**config.mk**
```make
export PLATFORM = sky130hd
export DESIGN_NAME = keypad_code_lock_top_flat
export DESIGN_NICKNAME = d
export VERILOG_FILES = /design/src/sv/kcl_pkg.sv /design/src/sv/kcl_if.sv /design/src/sv/keypad_code_lock_top.sv /design/src/sv/kcl_core.sv /design/src/flat_wrapper.sv
export SDC_FILE = /design/constraint.sdc
export NUM_CORES = 1
export LEC_CHECK = 0
export BUFFER_PORTS_ARGS = -buffer_cell sky130_fd_sc_hd__clkbuf_2
export CAP_MARGIN = 20
export CORE_ASPECT_RATIO = 2
export CORE_MARGIN = 5
export CORE_UTILIZATION = 40
export DETAILED_ROUTE_END_ITERATION = 8
export PLACE_DENSITY_LB_ADDON = 0.3
export SLEW_MARGIN = 20
export SYNTH_ARGS = -nofsm -noshare
export SYNTH_HDL_FRONTEND = slang
export SYNTH_SLANG_ARGS = --single-unit
```
**constraint.sdc**
```tcl
create_clock -name clk_i -period 6.2 [get_ports clk_i]
set_clock_uncertainty 0.05 [all_clocks]
set_input_delay 0.93 -clock clk_i [delete_from_list [all_inputs] [get_ports clk_i]]
set_output_delay 0.93 -clock clk_i [all_outputs]
set_load 0.01 [all_outputs]
```
**src/sv/kcl_pkg.sv**
```systemverilog
package kcl_pkg;

  localparam int unsigned CodeDigits  = 4;
  localparam int unsigned EntryDigits = 2 * CodeDigits;

  localparam logic [3:0] EntryTimeoutRst = 4'd5;
  localparam logic [7:0] LockoutRst      = 8'd60;
  localparam logic [2:0] MaxAttemptsRst  = 3'd3;

  typedef enum logic [1:0] {
    CfgEntryTimeout = 2'd0,
    CfgLockout      = 2'd1,
    CfgMaxAttempts  = 2'd2
  } cfg_idx_e;

  typedef enum logic [1:0] {
    ActTick   = 2'd0,
    ActKey    = 2'd1,
    ActLogin  = 2'd2,
    ActChange = 2'd3
  } action_e;

  typedef enum logic [2:0] {
    StWaiting     = 3'd0,
    StGranted     = 3'd1,
    StTimedOut    = 3'd2,
    StWrongRetry  = 3'd3,
    StBlocked     = 3'd4,
    StLockoutOver = 3'd5,
    StChanged     = 3'd6,
    StMismatch    = 3'd7
  } status_e;

  typedef struct packed {
    logic [3:0] entry_timeout;
    logic [7:0] lockout;
    logic [2:0] max_attempts;
  } cfg_t;

  typedef struct packed {
    logic [2:0] status;
    logic [2:0] attempts_left;
    logic [3:0] digits_entered;
    logic       blocked;
  } result_t;

endpackage

```
**src/sv/kcl_if.sv**
```systemverilog
interface kcl_in_if;
  logic       valid;
  logic       ready;
  logic [1:0] action;
  logic       key;

  modport source (output valid, output action, output key, input ready);
  modport sink   (input valid, input action, input key, output ready);
endinterface

interface kcl_out_if;
  logic       valid;
  logic       ready;
  logic [2:0] status;
  logic [2:0] attempts_left;
  logic [3:0] digits_entered;
  logic       blocked;

  modport source (output valid, output status, output attempts_left,
                  output digits_entered, output blocked, input ready);
  modport sink   (input valid, input status, input attempts_left,
                  input digits_entered, input blocked, output ready);
endinterface

```
**src/sv/keypad_code_lock_top.sv**
```systemverilog
// Each result is registered in the output register at its input transfer, or in the skid entry if the output stalls.
// Throughput: one item per cycle while input ready is high; the lock state updates in a single pass per item.
// Output register plus skid entry absorb one stalled result; input ready drops when both hold.
// Reset (rst_ni low, async): idle, empty entry, 3 attempts, stored code all second-key
// digits, registers at timeout 5, lockout 60, max attempts 3, output empty.
module keypad_code_lock_top (
  input  logic       clk_i,
  input  logic       rst_ni,
  input  logic       cfg_we_i,
  input  logic [1:0] cfg_idx_i,
  input  logic [7:0] cfg_data_i,
  kcl_in_if.sink     in_i,
  kcl_out_if.source  out_o
);
  import kcl_pkg::*;

  cfg_t    cfg_q;
  result_t res;
  result_t out_q, skid_q;
  logic    out_vq, skid_vq;
  logic    in_fire, out_fire;

  assign in_i.ready = !skid_vq;
  assign in_fire    = in_i.valid && !skid_vq;
  assign out_fire   = out_vq && out_o.ready;

  always_ff @(posedge clk_i or negedge rst_ni) begin
    if (!rst_ni) begin
      cfg_q.entry_timeout <= EntryTimeoutRst;
      cfg_q.lockout       <= LockoutRst;
      cfg_q.max_attempts  <= MaxAttemptsRst;
    end else if (cfg_we_i) begin
      case (cfg_idx_i)
        CfgEntryTimeout: cfg_q.entry_timeout <= cfg_data_i[3:0];
        CfgLockout:      cfg_q.lockout       <= cfg_data_i;
        CfgMaxAttempts:  cfg_q.max_attempts  <= cfg_data_i[2:0];
        default: ;
      endcase
    end
  end

  kcl_core u_core (
    .clk_i    (clk_i),
    .rst_ni   (rst_ni),
    .fire_i   (in_fire),
    .action_i (in_i.action),
    .key_i    (in_i.key),
    .cfg_i    (cfg_q),
    .res_o    (res)
  );

  always_ff @(posedge clk_i or negedge rst_ni) begin
    if (!rst_ni) begin
      out_vq  <= 1'b0;
      skid_vq <= 1'b0;
    end else if (in_fire) begin
      if (!out_vq || out_fire) begin
        out_vq <= 1'b1;
      end else begin
        skid_vq <= 1'b1;
      end
    end else if (out_fire) begin
      if (skid_vq) begin
        skid_vq <= 1'b0;
      end else begin
        out_vq <= 1'b0;
      end
    end
  end

  always_ff @(posedge clk_i) begin
    if (in_fire) begin
      if (!out_vq || out_fire) begin
        out_q <= res;
      end else begin
        skid_q <= res;
      end
    end else if (out_fire && skid_vq) begin
      out_q <= skid_q;
    end
  end

  assign out_o.valid          = out_vq;
  assign out_o.status         = out_q.status;
  assign out_o.attempts_left  = out_q.attempts_left;
  assign out_o.digits_entered = out_q.digits_entered;
  assign out_o.blocked        = out_q.blocked;

  a_skid_needs_out: assert property (@(posedge clk_i) disable iff (!rst_ni)
    skid_vq |-> out_vq)
    else $error("skid entry held without output entry");

  a_blocked_no_attempts: assert property (@(posedge clk_i) disable iff (!rst_ni)
    out_vq && out_q.blocked |-> out_q.attempts_left == 3'd0)
    else $error("blocked result with attempts left");

  a_digits_bound: assert property (@(posedge clk_i) disable iff (!rst_ni)
    out_vq |-> out_q.digits_entered <= 4'(EntryDigits))
    else $error("digit count past entry bound");

  a_granted_clean: assert property (@(posedge clk_i) disable iff (!rst_ni)
    out_vq && out_q.status == StGranted |->
      out_q.digits_entered == 4'd0 && !out_q.blocked)
    else $error("granted result with open entry or blocked");

endmodule

```
**src/sv/kcl_core.sv**
```systemverilog
module kcl_core (
  input  logic             clk_i,
  input  logic             rst_ni,
  input  logic             fire_i,
  input  logic [1:0]       action_i,
  input  logic             key_i,
  input  kcl_pkg::cfg_t    cfg_i,
  output kcl_pkg::result_t res_o
);
  import kcl_pkg::*;

  typedef enum logic [1:0] {
    ModeIdle    = 2'd0,
    ModeLogin   = 2'd1,
    ModeChange  = 2'd2,
    ModeBlocked = 2'd3
  } mode_e;

  localparam logic [3:0] CodeCnt  = 4'(CodeDigits);
  localparam logic [3:0] EntryCnt = 4'(EntryDigits);

  mode_e      mode_q, mode_d;
  logic [7:0] digits_q, digits_d;
  logic [3:0] cnt_q, cnt_d;
  logic [2:0] attempts_q, attempts_d;
  logic [3:0] etimer_q, etimer_d;
  logic [7:0] ltimer_q, ltimer_d;
  logic [3:0] code_q, code_d;
  logic [2:0] status;
  logic [7:0] add_digits;
  logic [3:0] add_cnt;

  always_comb begin
    add_digits = digits_q;
    add_cnt    = cnt_q;
    if (cnt_q < EntryCnt) begin
      add_digits = digits_q | ({7'd0, ~key_i} << cnt_q[2:0]);
      add_cnt    = cnt_q + 4'd1;
    end
  end

  always_comb begin
    mode_d     = mode_q;
    digits_d   = digits_q;
    cnt_d      = cnt_q;
    attempts_d = attempts_q;
    etimer_d   = etimer_q;
    ltimer_d   = ltimer_q;
    code_d     = code_q;
    status     = StWaiting;
    if (mode_q == ModeBlocked) begin
      status = StBlocked;
      if (action_i == ActTick) begin
        if (ltimer_q <= 8'd1) begin
          ltimer_d   = '0;
          attempts_d = cfg_i.max_attempts;
          mode_d     = ModeLogin;
          digits_d   = '0;
          cnt_d      = '0;
          etimer_d   = cfg_i.entry_timeout;
          status     = StLockoutOver;
        end else begin
          ltimer_d = ltimer_q - 8'd1;
        end
      end
    end else begin
      case (action_i)
        ActTick: begin
          if (mode_q == ModeLogin) begin
            if (etimer_q <= 4'd1) begin
              etimer_d = '0;
              mode_d   = ModeIdle;
              digits_d = '0;
              cnt_d    = '0;
              status   = StTimedOut;
            end else begin
              etimer_d = etimer_q - 4'd1;
            end
          end
        end
        ActLogin: begin
          mode_d     = ModeLogin;
          digits_d   = '0;
          cnt_d      = '0;
          etimer_d   = cfg_i.entry_timeout;
          attempts_d = cfg_i.max_attempts;
        end
        ActChange: begin
          mode_d   = ModeChange;
          digits_d = '0;
          cnt_d    = '0;
        end
        ActKey: begin
          if (mode_q == ModeLogin) begin
            digits_d = add_digits;
            cnt_d    = add_cnt;
            etimer_d = cfg_i.entry_timeout;
            if (add_cnt >= CodeCnt) begin
              digits_d = '0;
              cnt_d    = '0;
              if (add_digits[CodeDigits-1:0] == code_q) begin
                mode_d = ModeIdle;
                status = StGranted;
              end else if (attempts_q <= 3'd1) begin
                attempts_d = '0;
                mode_d     = ModeBlocked;
                ltimer_d   = cfg_i.lockout;
                status     = StBlocked;
              end else begin
                attempts_d = attempts_q - 3'd1;
                status     = StWrongRetry;
              end
            end
          end else if (mode_q == ModeChange) begin
            digits_d = add_digits;
            cnt_d    = add_cnt;
            if (add_cnt >= EntryCnt) begin
              if (add_digits[CodeDigits-1:0] ==
                  add_digits[EntryDigits-1:CodeDigits]) begin
                code_d = add_digits[CodeDigits-1:0];
                status = StChanged;
              end else begin
                status = StMismatch;
              end
              mode_d   = ModeIdle;
              digits_d = '0;
              cnt_d    = '0;
            end
          end
        end
        default: ;
      endcase
    end
  end

  always_comb begin
    res_o.status         = status;
    res_o.attempts_left  = attempts_d;
    res_o.digits_entered = cnt_d;
    res_o.blocked        = (mode_d == ModeBlocked);
  end

  always_ff @(posedge clk_i or negedge rst_ni) begin
    if (!rst_ni) begin
      mode_q     <= ModeIdle;
      digits_q   <= '0;
      cnt_q      <= '0;
      attempts_q <= MaxAttemptsRst;
      etimer_q   <= '0;
      ltimer_q   <= '0;
      code_q     <= '0;
    end else if (fire_i) begin
      mode_q     <= mode_d;
      digits_q   <= digits_d;
      cnt_q      <= cnt_d;
      attempts_q <= attempts_d;
      etimer_q   <= etimer_d;
      ltimer_q   <= ltimer_d;
      code_q     <= code_d;
    end
  end

endmodule

```
**src/flat_wrapper.sv**
```systemverilog
// flat-port wrapper written by rule: the top's interface ports become plain ports
module keypad_code_lock_top_flat import kcl_pkg::*;
  (clk_i, rst_ni, cfg_we_i, cfg_idx_i, cfg_data_i, in_i_valid, in_i_action, in_i_key, in_i_ready, out_o_valid, out_o_status, out_o_attempts_left, out_o_digits_entered, out_o_blocked, out_o_ready);
  kcl_in_if in_i_i ();
  kcl_out_if out_o_i ();
  input  logic clk_i;
  input  logic rst_ni;
  input  logic cfg_we_i;
  input  logic [1:0] cfg_idx_i;
  input  logic [7:0] cfg_data_i;
  input wire logic [$bits(in_i_i.valid)-1:0] in_i_valid;
  input wire logic [$bits(in_i_i.action)-1:0] in_i_action;
  input wire logic [$bits(in_i_i.key)-1:0] in_i_key;
  output wire logic [$bits(in_i_i.ready)-1:0] in_i_ready;
  output wire logic [$bits(out_o_i.valid)-1:0] out_o_valid;
  output wire logic [$bits(out_o_i.status)-1:0] out_o_status;
  output wire logic [$bits(out_o_i.attempts_left)-1:0] out_o_attempts_left;
  output wire logic [$bits(out_o_i.digits_entered)-1:0] out_o_digits_entered;
  output wire logic [$bits(out_o_i.blocked)-1:0] out_o_blocked;
  input wire logic [$bits(out_o_i.ready)-1:0] out_o_ready;
  assign in_i_i.valid = in_i_valid;
  assign in_i_i.action = in_i_action;
  assign in_i_i.key = in_i_key;
  assign in_i_ready = in_i_i.ready;
  assign out_o_valid = out_o_i.valid;
  assign out_o_status = out_o_i.status;
  assign out_o_attempts_left = out_o_i.attempts_left;
  assign out_o_digits_entered = out_o_i.digits_entered;
  assign out_o_blocked = out_o_i.blocked;
  assign out_o_i.ready = out_o_ready;
  keypad_code_lock_top u_core (.clk_i(clk_i), .rst_ni(rst_ni), .cfg_we_i(cfg_we_i), .cfg_idx_i(cfg_idx_i), .cfg_data_i(cfg_data_i), .in_i(in_i_i), .out_o(out_o_i));
endmodule
```
Yosys cells after proc, flatten, opt, wreduce, memory -nomap -nowiden:

Index checks and enable logic that the tools add are counted.

* reductions and logical operators: 27
* $lt $le $gt $ge: 6
* eq/ne operators: 21
* $add $sub $neg: 4
* shift-type cells: 1
* bitwise logic cells: 5
* multiplexer cells: 80

Operator list (number)
* $mux W8: 18
* $mux W4: 16
* $mux W3: 14
* $mux W11: 3
* $mux W2: 13
* $pmux W4 S3: 2
* $pmux W8 S3: 1
* $reduce_and A7 Y1: 2
* $eq A2 B2 Y1 const B: 6
* $pmux W3 S2: 2
* $reduce_and A2 Y1: 6
* $reduce_and A6 Y1: 2
* $reduce_bool A2 Y1: 6
* $mux W1: 10
* $eq A4 B4 Y1: 2
* $le A8 B1 Y1 const B: 1
* $ne A2 B2 Y1 const B: 4
* $or A8 B8 Y8: 1
* $pmux W2 S4: 1
* $shl A1 B3 Y8: 1
* $sub A8 B1 Y8 const B: 1
* $eq A2 B1 Y1 const B: 3
* $ne A3 B2 Y1 const B: 2
* $add A4 B1 Y4 const B: 1
* other kinds (18): 26

* output and inout bits: 13
* logic and storage cells: 164
* input port bits: 18
* bits in registers: 72

Depth between registers and ports, before layout:

Gate-level depths: netlist (run 1).

* word-level depth: 13
* depth in mapped cells: 9
* depth with buffers taken out: 8

Hierarchy:

A second synthesis (run 1) with hierarchy kept.

* cells, all modules: 430
* area, all modules: 4365.4 µm²

By module, submodules not included
* kcl_core: cells each 349, sequential area each 828.3 µm², instances 1, area each 2822.7 µm²
* keypad_code_lock_top: cells each 81, sequential area each 1096.1 µm², instances 1, area each 1542.7 µm²

Worst setup path before layout (run 1):

No wires, ideal clock.

* kind: input to register
* from: in in_i_key
* to: reg u_core.u_core.code_q[0]
* buffers on the path: 0
* arrival: 2840 ps
* library setup time: 125 ps
* data required time: 6025 ps
* stages: 6
* slack: 3185 ps
* cell sequence: or4b_1 -> nor2_2 -> a221oi_1 -> or4_4 -> nor4_4 -> mux2_4

* word-level cells in the longest chain between the ends: 6

Ends and longest elaborated chain
* from (decl): line flat_wrapper.sv:13 `input wire logic [$bits(in_i_i.key)-1:0] in_i_key;`
* $not A1 Y1 (*): line kcl_core.sv:37 `add_digits = digits_q | ({7'd0, ~key_i} << cnt_q[2:0]);`
* $shl A1 B3 Y8 (*): line kcl_core.sv:37
* $or A8 B8 Y8 (*): line kcl_core.sv:37
* $mux W8 (*): line kcl_core.sv:36 `if (cnt_q < EntryCnt) begin`
* $eq A4 B4 Y1: line kcl_core.sv:118 `if (add_digits[CodeDigits-1:0] ==`
* $reduce_and A7 Y1 (no line)
* to (signal assigned): line kcl_core.sv:159 `code_q <= code_d;`
* to (decl): line kcl_core.sv:28 `logic [3:0] code_q, code_d;`

Every way passes the cells marked *; elsewhere a longest branch is shown, timed or not.
A chain may end at the register's enable or synchronous reset.

==> summary.txt, run 1 <==
Status
  • Status: finished clean

Run
  • Maxcap violations: 0

Floorplanning
  • I/O pin total: 31
  • Die Y: 157 um
  • Die W: 83.5 um
  • Initial core utilization: 41.0%
  • Row count: 53
  • Die Area: 13100 sq um
  • Core area: 10500 sq um

Drt
  • Residual DRC: 0
  • Post-route ant nets: 0
  • Routed WL per cell: 17.3 um
  • Initial drt markers: 275
  • Vias per inst: 5.94
  • DRT Pass-1 Iters: 5
  • Vias: 3705
  • WL final: 10800 um

Min path
  • Hold Crit Class: reg -> reg

Global routing
  • First-pass GRT wire length: 17800 um
  • Initial antenna violation count: 0
  • Vias in the first global route: 3586
  • Pin count of the biggest net entering global routing: 51
  • Grt ovf: 0
  • GRT Util Overall: 17.0%

Yosys
  • Async SR Flop Fraction: 69.4%
  • Synth Register Bits: 72
  • Post-Syn Nets: 490
  • Number of flops mapped to enable cells by yosys: 22
  • Sequential area share after synthesis: 44.5%
  • Yosys cell types: 68
  • Post-Syn Instances: 461
  • Syn Area/Cell: 9.38 sq um
  • Cell Area, Synth: 4330 sq um
  • Dominant synthesized flop cell: dfrtp_1
  • Yosys warns: 0

Placed design
  • GP Congestion: 0.905
  • Port Buf Inserts: 30
  • Pre-CTS setup slack: 2770 ps
  • Placed cell areas: 4560 sq um
  • Detailed placer's ending HPWL: 7940 um

STA
  • Slew @ Worst Pin: 896 ps
  • Max-slew violations: 0
  • Max frequency: 325 MHz
  • WHS: 457 ps
  • Final min period: 3080 ps
  • Hold Fails Final Rpt: 0
  • RSZ-0062 raised after global routing: no
  • Final setup TNS: 0 ps
  • Final setup viols: 0
  • Slew margin rel.: 40.2%
  • Final Worst Setup Slack: 3120 ps
  • Fin crit share: 49.7%

Critical path
  • Startpoint types: input pin
  • Crit path DAT: 3200 ps
  • CP max FO: 11
  • Setup Crit Path Kind: in -> reg
  • Critical Path Sink Type: flip-flop
  • WP data required: 6320 ps

Final layout
  • Commonest cells after routing, fill and taps aside: 49 x nand2_1, 48 x nor2_1, 40 x dfrtp_1, 34 x o21ai_0
  • Multi-input gate area: 2210 sq um
  • Area grow syn2layout: 12.2%
  • Final core utilization: 46.0%
  • Share of cells above drive strength 1: 19.3%
  • Most common cell after layout, fill and taps aside: nand2_1
  • Sequential Area: 1920 sq um
  • Fill cell count: 1008
  • Ant. Diodes: 0
  • NumNets Final: 511
  • Final instance area: 4850 sq um

Clock network
  • Clk root buf: clkbuf_16
  • Cts repair resizes: 0
  • # clock sinks: 72
  • Clock latency on the worst-skew pair: 340 ps
  • Post-CTS setup buffer count: 0
  • Clock slew at reported path FFs: 60 ps
  • Clock buffer depth: 2
  • CTS tree: built
  • Num CTS Buffers: 9
  • Post-CTS Hold Fix Bufs: 0
  • Htree depth: 3

Pwr
  • Peak supply drop: 0.000162 V
  • Leakage Power: 1.98 nW
  • PD cells: 441 nW/um^2
[registers in the layout (all words and copies together), names as in the netlist]
name                         count
u_core.out_o.digits_entered      4
u_core.u_core.digits_q           8
u_core.out_o.valid               1
u_core.u_core.mode_q             2
u_core.out_o.blocked             1
u_core.u_core.ltimer_q           8
u_core.u_core.code_q             4
u_core.out_o.attempts_left       3
u_core.skid_q                   11
u_core.out_o.status              3
u_core.skid_vq                   1
u_core.u_core.attempts_q         3
u_core.u_core.cnt_q              4
u_core.u_core.etimer_q           4
u_core.cfg_q                    15
[cell families after synthesis]
logic type	synth area share, %
flops	44.5
fa+ha+maj	3.18
mux	5.76
simple gates	19.4
compound gates	22.7
buf+inv	4.48
[final cells by class]
class                   count  share of cell area [%]
multi-input cells         342                    45.5
clock inverters             7                    1.31
clock buffers               9                    4.64
repair buffers             32                    3.40
flip-flops and latches     72                    39.6
well taps                 137                    3.53
inverters                  25                    1.93
[power breakdown]
group / switching, mW / total (mW) / internal [mW]
combinational: 0.489 / 0.806 / 0.317
clock: 0.220 / 0.500 / 0.280
sequential: 0.172 / 0.834 / 0.662
total: 0.882 / 2.14 / 1.26
[worst max-delay path: stages]
cell and delay (ps):
clkbuf_2 150, or4b_1 550, or3_1 350, a32oi_2 330, a21oi_2 230, or3_1 410, a211oi_1 260
[synthesized netlist by cell type, types with 3 or more instances]
cell type  count  area share, %
ha_1          11            3.2
a2bb2oi_1      5            1.0
edfxtp_1      22             15
o31ai_1        3           0.52
o21ai_1        9            1.0
nor2_1        48            4.2
nand2_1       49            4.3
and3_1         5           0.72
a211oi_1       5           0.87
a21oi_1       30            3.5
dfrtp_1       40             23
a221oi_1       4           0.81
buf_2          5           0.58
nor2b_1        5           0.72
a21o_1         4           0.69
o21ai_0       34            3.9
nand2b_1       3           0.43
dfstp_2       10            6.1
o2bb2ai_1      3           0.61
nor3_1         9            1.0
nor4_1         7            1.0
a32oi_1        7            1.4
mux2i_1        5            1.2
or3_1          4           0.58
nand3_1        9            1.0
a31oi_1       13            1.9
a22o_1         3           0.61
clkbuf_1      15            1.3
inv_1         25            2.2
nand3b_1       3           0.52
mux2_2        15            3.9
o22ai_1        3           0.43
[metrics by stage]
step                      power, mW  cells
after floorplan                1.41    461
after global placement         1.61    608
after detailed placement       1.64    608
after CTS                      2.15    624
after global routing           2.29    624
final                          2.14    624
[path summary, 6_finish.rpt]
kind	from	endpoint	slack [ps]	cells past startpoint
setup / recovery	in_i_key	u_core.skid_q[6]$_DFFE_PP_	3120	7
hold / removal	u_core.cfg_q[12]$_DFFE_PN0P_	u_core.cfg_q[12]$_DFFE_PN0P_	460	1
setup reg to reg	u_core.u_core.cnt_q[0]$_DFFE_PN0P_	u_core.skid_q[6]$_DFFE_PP_	3210	6
hold reg to reg	u_core.cfg_q[12]$_DFFE_PN0P_	u_core.cfg_q[12]$_DFFE_PN0P_	460	1
max in group asynchronous	rst_ni	u_core.u_core.code_q[2]$_DFFE_PN0P_	4990	2
min in group asynchronous	rst_ni	u_core.u_core.digits_q[3]$_DFFE_PN0P_	650	2
[routing by layer]
layer / up-vias / wire length [um] / global-route usage [%]
li1: 1754 / - / -
met1: 1799 / 4190 / 18.3
met2: 124 / 5870 / 31.6
met3: 28 / 394 / 2.99
met4: 0 / 355 / 8.51
met5: - / 0 / 0
Note: power is estimated with default switching activity, not from simulation.
==> inputs of run 2 (changes only) <==
==> constraint.sdc (replaced) <==
create_clock -name clk_i -period 2.97 [get_ports clk_i]
set_clock_uncertainty 0.05 [all_clocks]
set_input_delay 0.4455 -clock clk_i [delete_from_list [all_inputs] [get_ports clk_i]]
set_output_delay 0.4455 -clock clk_i [all_outputs]
set_load 0.01 [all_outputs]
==> summary.txt, run 2 (same netlist as run 1, synthesis figures left out) <==
Drt
  • WL final: 11300 um
  • Residual DRC: 0
  • Vias: 3721
  • Vias per inst: 5.74
  • Routed WL per cell: 17.5 um
  • DRT Pass-1 Iters: 5
  • Post-route ant nets: 0
  • Initial drt markers: 248

Placed design
  • DP Cell Count: 630
  • GP Congestion: 0.885
  • Placed cell areas: 4730 sq um
  • Detailed placer's ending HPWL: 8500 um
  • Port Buf Inserts: 30

Min path
  • Hold Crit Class: in -> async

Global routing
  • First-pass GRT wire length: 18400 um
  • Pin count of the biggest net entering global routing: 29
  • GR Util met3: 3.30%
  • Met1 usage: 18.5%
  • Met2 Usage GRT: 33.7%
  • Initial antenna violation count: 0
  • GRT Util Overall: 17.5%
  • Grt ovf: 0
  • Vias in the first global route: 3675
  • Most Crowded Layer GR: met2

Critical path
  • Worst R2R Setup Slack: 130 ps
  • Reg2reg end: u_core.out_o.attempts_left[2]$_DFFE_PP_
  • Critical Path Sink Type: flip-flop
  • Worst flop-to-flop path startpoint: u_core.u_core.cnt_q[1]$_DFFE_PN0P_
  • Setup Crit Path Kind: reg -> reg
  • WP data required: 3010 ps
  • Startpoint types: flip-flop
  • Worst Setup SP: u_core.u_core.cnt_q[1]$_DFFE_PN0P_
  • CP max FO: 9
  • FF-to-FF path depth: 7
  • Crit path DAT: 2880 ps

Pwr
  • Leakage Power: 2.11 nW
  • PD cells: 931 nW/um^2
  • Peak supply drop: 0.000428 V

STA
  • Final setup TNS: 0 ps
  • Final min period: 2840 ps
  • Fin crit share: 95.7%
  • Slew @ Worst Pin: 714 ps
  • RSZ-0062 raised after global routing: no
  • Max-slew violations: 0
  • Slew margin rel.: 52.4%
  • Hold Fails Final Rpt: 0
  • Max frequency: 352 MHz
  • Final setup viols: 0

Floorplanning
  • Die Y: 157 um
  • Row count: 53
  • Initial core utilization: 41.0%
  • Die Area: 13100 sq um
  • I/O pin total: 31
  • Die W: 83.5 um
  • Core area: 10500 sq um

Clock network
  • Clock slew at reported path FFs: 60 ps
  • # clock sinks: 72
  • Htree depth: 3
  • Clock buffer depth: 2
  • Clk root buf: clkbuf_16
  • Post-CTS Hold Fix Bufs: 0
  • Clock latency on the worst-skew pair: 340 ps
  • CTS tree: built
  • Num CTS Buffers: 9

Final layout
  • Largest regs: u_core.cfg_q x15, u_core.skid_q x11
  • Reg with most FFs: u_core.cfg_q
  • Ant. Diodes: 0
  • Commonest cells after routing, fill and taps aside: 49 x nand2_1, 48 x nor2_1, 40 x dfrtp_1, 34 x o21ai_0
  • Final instance area: 5070 sq um
  • Most common cell after layout, fill and taps aside: nand2_1
  • Max reg flops: 15
  • Fill cell count: 1007
  • Share of cells above drive strength 1: 22.5%
  • Final core utilization: 48.1%
  • Area grow syn2layout: 17.2%
  • Non-filler cells, final: 648
  • NumNets Final: 535

Status
  • Status: finished clean

Run
  • Maxcap violations: 0
-- run 2: cell types whose count changed in the layout (fill, tap and decap cells not counted), sizes merged --
cell      previous run  this run
buf                  2        26
inv                 29        25
bufinv               0         2
clkinv               1         3
clkbuf              39        40
clkinvlp             2         1
-- run 2: worst max-delay path by stage --
stage                                         endpoint  cells past startpoint
3_5_place_dp            u_core.out_o.blocked$_DFFE_PP_                      7
6_report       u_core.out_o.attempts_left[2]$_DFFE_PP_                      7
4_1_cts                 u_core.out_o.blocked$_DFFE_PP_                      6
5_1_grt        u_core.out_o.attempts_left[2]$_DFFE_PP_                      7
2_1_floorplan      u_core.u_core.code_q[0]$_DFFE_PN0P_                      7
3_3_place_gp            u_core.out_o.blocked$_DFFE_PP_                      7
-- run 2: critical path, cell delays in order (launching register included) --
cell,delay [ps]
dfrtp_1,470
or4b_1,610
o21ai_0,330
a32oi_4,190
a21oi_2,430
buf_4,210
a32o_1,220
a21oi_1,80
-- run 2: power by group --
part | leakage [nW] | internal [mW] | total, mW | switching [mW]
clock | 0.148 | 0.731 | 1.15 | 0.417
sequential | 0.798 | 1.38 | 1.70 | 0.314
combinational | 1.16 | 0.768 | 1.88 | 1.11
-- run 2: routing by layer --
metal  vias to the layer above  share of wire, %  wire (um)
met3                        26               3.2        359
li1                       1796                 -          -
met2                        87                55       6270
met4                         0               3.1        352
met5                         -                 0          0
met1                      1812                38       4360
-- run 2: final cells by class --
type                       instances  area, sq um  share of cell area [%]
clock buffer                      10          229                    4.52
clock inverter                     6         83.8                    1.65
inverter                          25         93.8                    1.85
multi-input combinational        342         2220                    43.8
sequential                        72         1920                    38.0
tap                              137          171                    3.38
timing repair buffer              56          345                    6.81
-- run 2: what timing repair did --
item,in CTS,in global routing
setup endpoints to repair,0,1
setup buffers,0,2
resized for setup,0,1
hold endpoints to repair,0,0
-- run 2: through the flow --
stage	hold WS [ps]	total power, mW	worst slack (ps)
6_report	96.2	4.72	127
5_1_grt	168	5.04	4.71
4_1_cts	125	4.73	95.0
3_5_place_dp	449	3.55	10.9
3_3_place_gp	443	3.49	60.5
2_1_floorplan	99.9	2.95	419
==> inputs of run 3 (changes only) <==
--- a/config.mk
+++ b/config.mk
@@ -9,7 +9,7 @@
 export CAP_MARGIN = 20
 export CORE_ASPECT_RATIO = 2
 export CORE_MARGIN = 5
-export CORE_UTILIZATION = 40
+export CORE_UTILIZATION = 35
 export DETAILED_ROUTE_END_ITERATION = 8
 export PLACE_DENSITY_LB_ADDON = 0.3
 export SLEW_MARGIN = 20
==> constraint.sdc (replaced) <==
create_clock -name clk_i -period 2.3 [get_ports clk_i]
set_clock_uncertainty 0.05 [all_clocks]
set_input_delay 0.345 -clock clk_i [delete_from_list [all_inputs] [get_ports clk_i]]
set_output_delay 0.345 -clock clk_i [all_outputs]
set_load 0.01 [all_outputs]
==> summary.txt, run 3 (same netlist as run 1, synthesis figures left out) <==
Placed design
  • Placed cell areas: 5250 sq um
  • Detailed placer's ending HPWL: 9340 um
  • Port Buf Inserts: 30
  • GP Congestion: 0.905

Clock network
  • # clock sinks: 72
  • CTS tree: built
  • Clock buffer depth: 2
  • Clk root buf: clkbuf_16
  • Post-CTS Hold Fix Bufs: 0
  • Num CTS Buffers: 9
  • Clock slew at reported path FFs: 70 ps
  • Htree depth: 3
  • Clock latency on the worst-skew pair: 340 ps

STA
  • RSZ-0062 raised after global routing: yes
  • Final setup TNS: -4900 ps
  • Max-slew violations: 0
  • Final min period: 2540 ps
  • Final Worst Setup Slack: -237 ps
  • Max frequency: 394 MHz
  • Slew @ Worst Pin: 704 ps
  • Hold Fails Final Rpt: 0
  • Fin crit share: 110%
  • Final setup viols: 36
  • Slew margin rel.: 53.0%

Floorplanning
  • Die W: 88.6 um
  • Die Area: 14800 sq um
  • I/O pin total: 31
  • Initial core utilization: 35.7%
  • Die Y: 167 um
  • Core area: 12100 sq um
  • Row count: 57

Critical path
  • Slowest library cell on the worst path: or4b_4
  • Cell mode on critical path: buf_6
  • Worst Setup SP: u_core.u_core.cnt_q[3]$_DFFE_PN0P_
  • Critical Path Sink: u_core.u_core.ltimer_q[4]$_DFFE_PN0P_
  • Reg2reg end: u_core.u_core.ltimer_q[4]$_DFFE_PN0P_
  • Setup Crit Path Kind: reg -> reg
  • FF-to-FF path depth: 9
  • Worst R2R Setup Slack: -240 ps
  • Crit path DAT: 2710 ps
  • Slowest stage delay, CP: 540 ps
  • Critical Path Sink Type: flip-flop
  • Cell chain of the critical path: or4b_4, or3_4, a32oi_4, buf_6, a211oi_4, buf_12, o21ai_4, buf_6, o21ai_1
  • CP max FO: 5
  • WP data required: 2470 ps
  • Worst flop-to-flop path startpoint: u_core.u_core.cnt_q[3]$_DFFE_PN0P_
  • Startpoint types: flip-flop

Drt
  • Initial drt markers: 173
  • Residual DRC: 0
  • DRT Pass-1 Iters: 5
  • WL final: 12800 um
  • Vias per inst: 5.58
  • Routed WL per cell: 17.9 um
  • Vias: 4015
  • Post-route ant nets: 0

Final layout
  • Final instance area: 5970 sq um
  • Share of cells above drive strength 1: 39.9%
  • Commonest cells after routing, fill and taps aside: 72 x buf_4, 47 x nand2_1, 45 x nor2_1, 40 x dfrtp_1, 30 x clkbuf_2
  • NumNets Final: 596
  • Max reg flops: 15
  • Area grow syn2layout: 38.0%
  • Largest regs: u_core.cfg_q x15, u_core.skid_q x11
  • Final core utilization: 49.2%
  • Most common cell after layout, fill and taps aside: buf_4
  • Ant. Diodes: 0
  • Reg with most FFs: u_core.cfg_q

Run
  • Maxcap violations: 0

Global routing
  • GRT Util Overall: 18.2%
  • Pin count of the biggest net entering global routing: 51
  • Initial antenna violation count: 0
  • Vias in the first global route: 4221
  • First-pass GRT wire length: 20800 um
  • Grt ovf: 0

Pwr
  • PD cells: 1190 nW/um^2
  • Leakage Power: 2.48 nW
  • Total power: 7.11 mW
  • Peak supply drop: 0.000684 V

Min path
  • Hold Crit Class: in -> async

Status
  • Failing checks: negative setup slack
  • Status: complete, but fails checks
-- run 3: layer usage --
metal | part of all wire, % | up-vias | track usage [%] | wire, um
met4 | 4.7 | 0 | 10.4 | 609
li1 | - | 1912 | - | -
met1 | 37 | 1976 | 18.6 | 4690
met3 | 3.1 | 36 | 3.34 | 404
met2 | 56 | 91 | 33.1 | 7130
met5 | 0 | - | 0 | 0
-- run 3: worst min-delay path by stage --
stage | to | startpoint
after floorplan | u_core.cfg_q[10]$_DFFE_PN0P_ | rst_ni
after global placement | u_core.cfg_q[10]$_DFFE_PN0P_ | u_core.cfg_q[10]$_DFFE_PN0P_
after detailed placement | u_core.cfg_q[12]$_DFFE_PN0P_ | u_core.cfg_q[12]$_DFFE_PN0P_
after CTS | u_core.u_core.digits_q[7]$_DFFE_PN0P_ | rst_ni
after global routing | u_core.u_core.digits_q[7]$_DFFE_PN0P_ | rst_ni
final | u_core.u_core.digits_q[1]$_DFFE_PN0P_ | rst_ni
-- run 3: per-stage QoR --
stage | hold WS, ps | cells | setup slack [ps]
after floorplan | -0.591 | 461 | -176
after global placement | 448 | 695 | -304
after detailed placement | 447 | 695 | -328
after CTS | 110 | 715 | -227
after global routing | 147 | 719 | -335
final | 62.9 | 719 | -237
-- run 3: critical path, delay by kind of cell (launching register included) --
family	cells	cell delay, ps
and+or+nand+nor	2	900
DFF	1	400
buffers and inverters	3	450
AOI/OAI and AO/OA	4	600
-- run 3: cell type report --
class | instances | area, sq um
timing repair buffer | 117 | 886
clock inverter | 6 | 67.6
multi-input combinational | 342 | 2580
inverter | 25 | 93.8
tap | 147 | 184
clock buffer | 10 | 229
fill | 1144 | 6160
sequential | 72 | 1920
-- run 3: power breakdown --
part | switching, mW | total, mW | internal [mW]
Combinational | 1.92 | 3.54 | 1.63
Clock | 0.584 | 1.43 | 0.846
Sequential | 0.348 | 2.14 | 1.79
Total | 2.85 | 7.11 | 4.26
-- run 3: timing repair --
item | 4_1_cts | 5_1_grt
gates resized for setup | 51 | 24
setup buffers | 4 | 5
endpoints found under the hold margin | 0 | 0
pin swaps | 20 | 20
setup endpoints to repair | 46 | 50
